## src/rtl/core/iss_pkg.sv

```systemverilog
// iss_pkg: shared types, constants and scaling tables for the imu sample scaler
// no dependencies; imported by iss_lane and imu_sample_scaler
package iss_pkg;

    localparam int RAW_W       = 16;
    localparam int MAG_W       = 16;
    localparam int VAL_W       = 25;
    localparam int NUM_W       = 20;
    localparam int HALF_W      = 15;
    localparam int PROD_W      = 35;
    localparam int NUM32_W     = 32;
    localparam int QUO_W       = 25;
    localparam int DIV_W       = 16;
    localparam int RECIP_W     = 25;
    localparam int RPROD_W     = NUM32_W + RECIP_W;
    localparam int STAT_W      = 2;
    localparam int CFG_DATA_W  = 3;
    localparam int CFG_IDX_W   = 3;
    localparam int SHIFT_W     = 4;

    localparam logic [SHIFT_W-1:0] ACCEL_SHIFT_BASE = SHIFT_W'(14);
    localparam logic [VAL_W-1:0]   TEMP_OFFSET      = VAL_W'(294150);

    localparam logic [1:0] DEV_DISCONNECTED = 2'd0;
    localparam logic [1:0] DEV_ASLEEP       = 2'd1;

    typedef enum logic [1:0] {
        FUNC_ACCEL = 2'd0,
        FUNC_GYRO  = 2'd1,
        FUNC_MAG   = 2'd2,
        FUNC_TEMP  = 2'd3
    } func_t;

    typedef enum logic [1:0] {
        STATUS_OK            = 2'd0,
        STATUS_NOT_CONNECTED = 2'd1,
        STATUS_NOT_PERMITTED = 2'd2
    } status_t;

    typedef enum logic [2:0] {
        CFG_DEVICE_STATE = 3'd0,
        CFG_ACCEL_RANGE  = 3'd1,
        CFG_GYRO_RANGE   = 3'd2,
        CFG_MAG_ENABLED  = 3'd3,
        CFG_TEMP_ENABLED = 3'd4
    } cfg_idx_t;

    // stage load strobes shared by every lane
    typedef struct packed {
        logic s1;
        logic s2;
        logic s3;
    } load_t;

    function automatic logic [NUM_W-1:0] scale_num(func_t f, logic [1:0] sel);
        logic [NUM_W-1:0] r;
        case (f)
            FUNC_ACCEL: r = NUM_W'(1000000);
            FUNC_GYRO:  r = (sel == 2'd0) ? NUM_W'(1000) : NUM_W'(10000);
            FUNC_MAG:   r = NUM_W'(150);
            FUNC_TEMP:  r = NUM_W'(100000);
            default:    r = '0;
        endcase
        return r;
    endfunction

    // half the divisor, rounded down; added to the scaled magnitude before truncation
    function automatic logic [HALF_W-1:0] round_half(func_t f, logic [1:0] sel);
        logic [HALF_W-1:0] r;
        case (f)
            FUNC_ACCEL:
            begin
                case (sel)
                    2'd0:    r = HALF_W'(8192);
                    2'd1:    r = HALF_W'(4096);
                    2'd2:    r = HALF_W'(2048);
                    default: r = HALF_W'(1024);
                endcase
            end
            FUNC_GYRO:
            begin
                case (sel)
                    2'd0:    r = HALF_W'(65);
                    2'd1:    r = HALF_W'(327);
                    2'd2:    r = HALF_W'(164);
                    default: r = HALF_W'(82);
                endcase
            end
            FUNC_TEMP: r = HALF_W'(16693);
            default:   r = '0;
        endcase
        return r;
    endfunction

    function automatic logic [DIV_W-1:0] divisor(func_t f, logic [1:0] sel);
        logic [DIV_W-1:0] r;
        case (f)
            FUNC_GYRO:
            begin
                case (sel)
                    2'd0:    r = DIV_W'(131);
                    2'd1:    r = DIV_W'(655);
                    2'd2:    r = DIV_W'(328);
                    default: r = DIV_W'(164);
                endcase
            end
            FUNC_TEMP: r = DIV_W'(33387);
            default:   r = DIV_W'(1);
        endcase
        return r;
    endfunction

    // floor(2^32 / divisor); estimate is the quotient or one below it
    function automatic logic [RECIP_W-1:0] recip(func_t f, logic [1:0] sel);
        logic [RECIP_W-1:0] r;
        case (f)
            FUNC_GYRO:
            begin
                case (sel)
                    2'd0:    r = RECIP_W'(32786009);
                    2'd1:    r = RECIP_W'(6557201);
                    2'd2:    r = RECIP_W'(13094412);
                    default: r = RECIP_W'(26188824);
                endcase
            end
            FUNC_TEMP: r = RECIP_W'(128641);
            default:   r = '0;
        endcase
        return r;
    endfunction

endpackage

```

## src/rtl/core/iss_lane.sv

```systemverilog
// iss_lane: one axis of the scaler, multiply, round and constant divide in three stages
// depends on iss_pkg
module iss_lane (
    input  logic                            clk,
    input  iss_pkg::load_t                  load,
    input  iss_pkg::func_t                  func,
    input  logic [1:0]                      sel,
    input  logic signed [iss_pkg::RAW_W-1:0] raw,
    output logic signed [iss_pkg::VAL_W-1:0] value
);
    import iss_pkg::*;

    // stage 1: magnitude times scale plus rounding half
    logic [MAG_W-1:0]  mag;
    logic [PROD_W-1:0] n1_next;
    logic [PROD_W-1:0] n1_reg;
    func_t             f1_reg;
    logic [1:0]        sel1_reg;
    logic              neg1_reg;

    // stage 2: quotient estimate
    logic [SHIFT_W-1:0] acc_shift;
    logic [RPROD_W-1:0] rprod;
    logic [QUO_W-1:0]   q2_next;
    logic [QUO_W-1:0]   q2_reg;
    logic [NUM32_W-1:0] n2_reg;
    logic [DIV_W-1:0]   d2_reg;
    logic               exact2_reg;
    logic               neg2_reg;
    logic               temp2_reg;

    // stage 3: back-multiply for the correction
    logic [QUO_W+DIV_W-1:0] back_next;
    logic [NUM32_W-1:0]     back3_reg;
    logic [QUO_W-1:0]       q3_reg;
    logic [NUM32_W-1:0]     n3_reg;
    logic [DIV_W-1:0]       d3_reg;
    logic                   exact3_reg;
    logic                   neg3_reg;
    logic                   temp3_reg;

    logic [NUM32_W-1:0] rem;
    logic               bump;
    logic [QUO_W-1:0]   qf;
    logic [VAL_W-1:0]   sval;

    assign mag     = raw[RAW_W-1] ? MAG_W'(~raw + 1'b1) : MAG_W'(raw);
    assign n1_next = PROD_W'(mag) * PROD_W'(scale_num(func, sel))
                   + PROD_W'(round_half(func, sel));

    always_ff @(posedge clk)
    begin
        if (load.s1)
        begin
            n1_reg   <= n1_next;
            f1_reg   <= func;
            sel1_reg <= sel;
            neg1_reg <= raw[RAW_W-1];
        end
    end

    assign acc_shift = ACCEL_SHIFT_BASE - SHIFT_W'(sel1_reg);
    assign rprod     = RPROD_W'(n1_reg[NUM32_W-1:0]) * RPROD_W'(recip(f1_reg, sel1_reg));

    always_comb
    begin
        case (f1_reg)
            FUNC_ACCEL: q2_next = QUO_W'(n1_reg >> acc_shift);
            FUNC_MAG:   q2_next = QUO_W'(n1_reg);
            default:    q2_next = rprod[RPROD_W-1:NUM32_W];
        endcase
    end

    always_ff @(posedge clk)
    begin
        if (load.s2)
        begin
            q2_reg     <= q2_next;
            n2_reg     <= n1_reg[NUM32_W-1:0];
            d2_reg     <= divisor(f1_reg, sel1_reg);
            exact2_reg <= (f1_reg == FUNC_ACCEL) || (f1_reg == FUNC_MAG);
            neg2_reg   <= neg1_reg;
            temp2_reg  <= (f1_reg == FUNC_TEMP);
        end
    end

    assign back_next = (QUO_W+DIV_W)'(q2_reg) * (QUO_W+DIV_W)'(d2_reg);

    always_ff @(posedge clk)
    begin
        if (load.s3)
        begin
            back3_reg  <= back_next[NUM32_W-1:0];
            q3_reg     <= q2_reg;
            n3_reg     <= n2_reg;
            d3_reg     <= d2_reg;
            exact3_reg <= exact2_reg;
            neg3_reg   <= neg2_reg;
            temp3_reg  <= temp2_reg;
        end
    end

    // estimate never exceeds the true quotient, so the remainder is non-negative
    assign rem   = n3_reg - back3_reg;
    assign bump  = !exact3_reg && (rem >= NUM32_W'(d3_reg));
    assign qf    = q3_reg + QUO_W'(bump);
    assign sval  = neg3_reg ? VAL_W'(~qf + 1'b1) : VAL_W'(qf);
    assign value = temp3_reg ? signed'(sval + TEMP_OFFSET) : signed'(sval);

endmodule

```

## config.mk

```make
export PLATFORM = sky130hd
export DESIGN_NAME = iss_lane
export DESIGN_NICKNAME = d
export VERILOG_FILES = /design/src/rtl/core/iss_pkg.sv /design/src/rtl/core/iss_lane.sv
export SDC_FILE = /design/constraint.sdc
export NUM_CORES = 2
export LEC_CHECK = 0
export BUFFER_PORTS_ARGS = -buffer_cell sky130_fd_sc_hd__buf_4
export CAP_MARGIN = 20
export CELL_PAD_IN_SITES_DETAIL_PLACEMENT = 1
export CELL_PAD_IN_SITES_GLOBAL_PLACEMENT = 1
export CORE_MARGIN = 3
export CORE_UTILIZATION = 47
export DETAILED_ROUTE_END_ITERATION = 10
export MAX_ROUTING_LAYER = met4
export PLACE_DENSITY = 0.86
export SLEW_MARGIN = 20
export SYNTH_ARGS = -nofsm -noshare
export SYNTH_HDL_FRONTEND = slang
export SYNTH_SLANG_ARGS = --single-unit
```

## constraint.sdc

```tcl
create_clock -name clk -period 15.7 [get_ports clk]
set_input_delay 1.57 -clock clk [delete_from_list [all_inputs] [get_ports clk]]
set_output_delay 1.57 -clock clk [all_outputs]
set_load 0.02 [all_outputs]
```

==> results.md <==
- Post-synth top area cell: fa_1
- DIE HEIGHT: 341 um
- Largest net degree at the start of global routing: 71
- Tcrit/Tclk final: 71.4%
- Ratio of cells with drive above 1 in the final layout: 4.17%
- Ys flop type: edfxtp_1
- Synth Cell Area: 52800 sq um
- Clock root cell: clkbuf_16
- Most frequent cells in the layout: 1389 x inv_1, 981 x fa_1, 595 x ha_1
- Most used cell, CP: ha_1
- Asr flop ratio synth: 0%
- Tmin final: 11.21 ns
- Rows: 122
- Commonest non-fill, non-tap cell in the layout: inv_1
- Slowest cell on crit path: o41ai_1
- GPL Wtd Cong: 0.997
- CTS tree: done
- Clock Path Buffers: 3
- Endpoint type of the worst setup path: output port
- RSZ-0062 raised after global routing: no
- # fillers: 12900
- Fmax: 89.2 MHz
- CP peak stage delay: 0.83 ns
- Syn Nets: 7343
- CP required: 14.13 ns
- Detailed-placement wirelength estimate: 147000 um
- Post-synth EDFFs: 212
- Worst Hold Class: register to register
- Grt ovf: 0
- Synth warnings: 0
- Post-synthesis cell type count: 82
- Setup TNS: 0 ns
- Clk slew on worst S/H paths: 0.07 ns
- Final instance area: 55800 sq um
- Number of setup buffers added after CTS: 0
- Yosys reg bits: 212
- Max Cap Viol: 0
- Critical path class: register to output port
- Vias: 41400
- Synth area leaders: fa_1 37%, ha_1 14%, edfxtp_1 12%, inv_1 9.9%, nand2_1 3.7%
- Slew Limit Fails: 0
- Status: finished, final reports clean
- Vias in the first global route: 47200
- Post-detailed-route wirelength per cell: 24.9 um
- P&R area growth vs syn: 5.67%
- Worst-Skew Late Latency: 0.58 ns
- Initial Utilization: 47.6%
- Seq/Total Area, Yosys: 12.1%
- Slew headroom: 19.1%
- GRT Util Overall: 31.9%
- Clk sink count: 212
- Htree depth: 1
- Area share of the largest cell type after synthesis: 37.2%
- Layout net count: 7286
- Initial antenna violation count: 5
- Clock skew: 0.0168 ns
- Post-place instance area: 54800 sq um
- Final Hold Viols: 0
- DRC: 0
- Die width: 341 um
- # setup viols final: 0
- Antenna Nets Post-Route: 0
- Avg Cell Area, Syn: 9.19 sq um
- Post-layout util: 50.2%
- CORE AREA: 111000 sq um
- Crit start category: register
- Post-CTS sizing: 0
- Port buffer count: 48
- TritonRoute pass-1 iters: 5
- Num ports: 49
- Worst-Margin Slew: 1.21 ns
- Mapped Cells: 5742
- Worst-path maximum fanout: 10
- First-pass GRT wire length: 277000 um
- CTS Buf Count: 27
- Final wirelength: 179000 um
- CTS Hold Bufs: 0
- Via/cell ratio: 5.76
- DRT iter0 DRCs: 3485
- Critical Path AT: 9.64 ns
- Die ar.: 116000 sq um
- Max FFs per register: 35
==> layer usage <==
| layer | wire, um | vias to the layer above | track usage, % |
|---|---|---|---|
| met2 | 86000 | 1800 | 52.6 |
| met5 | 0 | - | - |
| met3 | 12800 | 619 | 4.28 |
| li1 | - | 17600 | - |
| met4 | 11300 | 0 | 15.9 |
| met1 | 69000 | 21400 | 38.6 |
==> worst paths after layout <==
kind | startpoint | slack (ns) | cells after the start | endpoint
max reg2reg | sel1_reg[0] | 5.65 | 30 | q2_reg[13]
max | back3_reg[1] | 4.49 | 29 | value[24]
min | n2_reg[23] | 0.41 | 0 | n3_reg[23]
min reg2reg | n2_reg[23] | 0.41 | 0 | n3_reg[23]
==> through the flow <==
step           cells  hold WS (ns)  setup WS (ns)
2_1_floorplan   5742         0.400           6.78
3_3_place_gp    7139         0.402           5.09
3_5_place_dp    7140         0.406           4.80
4_1_cts         7188         0.395           4.68
5_1_grt         7193         0.418           3.89
6_report        7196         0.411           4.49
==> cell type report <==
class	count	area (sq um)	share of cell area, %
Tap cell	1488	1860	3.34
Sequential cell	212	6370	11.4
Clock buffer	29	683	1.23
Clock inverter	19	230	0.413
Antenna cell	4	10.0	0.0180
Inverter	1402	5260	9.44
Timing Repair Buffer	120	952	1.71
Multi-Input combinational cell	3922	40400	72.4
==> Yosys cell counts, types with 5 or more instances <==
master / instances
a2111oi_0: 6
fa_1: 981
o31a_1: 5
edfxtp_1: 212
nand4_1: 15
ha_1: 596
a31o_2: 11
mux2i_1: 45
o31ai_1: 10
o211a_1: 5
o21bai_1: 20
buf_1: 25
nand3b_1: 6
a21o_1: 61
nor2b_1: 39
nand2_1: 514
a21oi_1: 166
and2_1: 201
a21boi_0: 13
o21a_1: 25
xor2_1: 48
xnor2_1: 138
a211oi_1: 15
o2111ai_1: 12
o41ai_1: 9
and3_1: 60
nand2b_1: 40
nor4_1: 12
mux4_2: 8
clkinv_1: 13
or2_2: 15
nor2_1: 423
mux2_2: 10
buf_2: 5
inv_1: 1389
nor3_1: 55
or3_1: 62
clkbuf_1: 175
nor4b_1: 7
o221ai_1: 5
o21ai_0: 115
nand3_1: 67
a31oi_1: 18
o211ai_1: 17
==> cell families after synthesis <==
family / count (synthesis) / synth area share (%)
XOR/XNOR: 186 / 3.09
multiplexers: 63 / 1.41
flip-flops: 212 / 12.1
buffers and inverters: 1608 / 11.5
adder cells (fa/ha/maj): 1577 / 51.3
AND/OR/NAND/NOR: 1539 / 13.8
AO/OA/AOI/OAI: 557 / 6.88
==> critical path: cells and delay by family, from the launching register on <==
family	cells	cell delay, ns
AO/OA/AOI/OAI	9	3.08
XOR/XNOR	2	0.36
adder cells (fa/ha/maj)	4	1.26
buffers and inverters	2	0.25
flip-flops	1	0.43
AND/OR/NAND/NOR	12	3.66
Power is left out: the tool's default activity adds up to more than one toggle a clock period on the data nets, which glitch-free logic cannot reach.
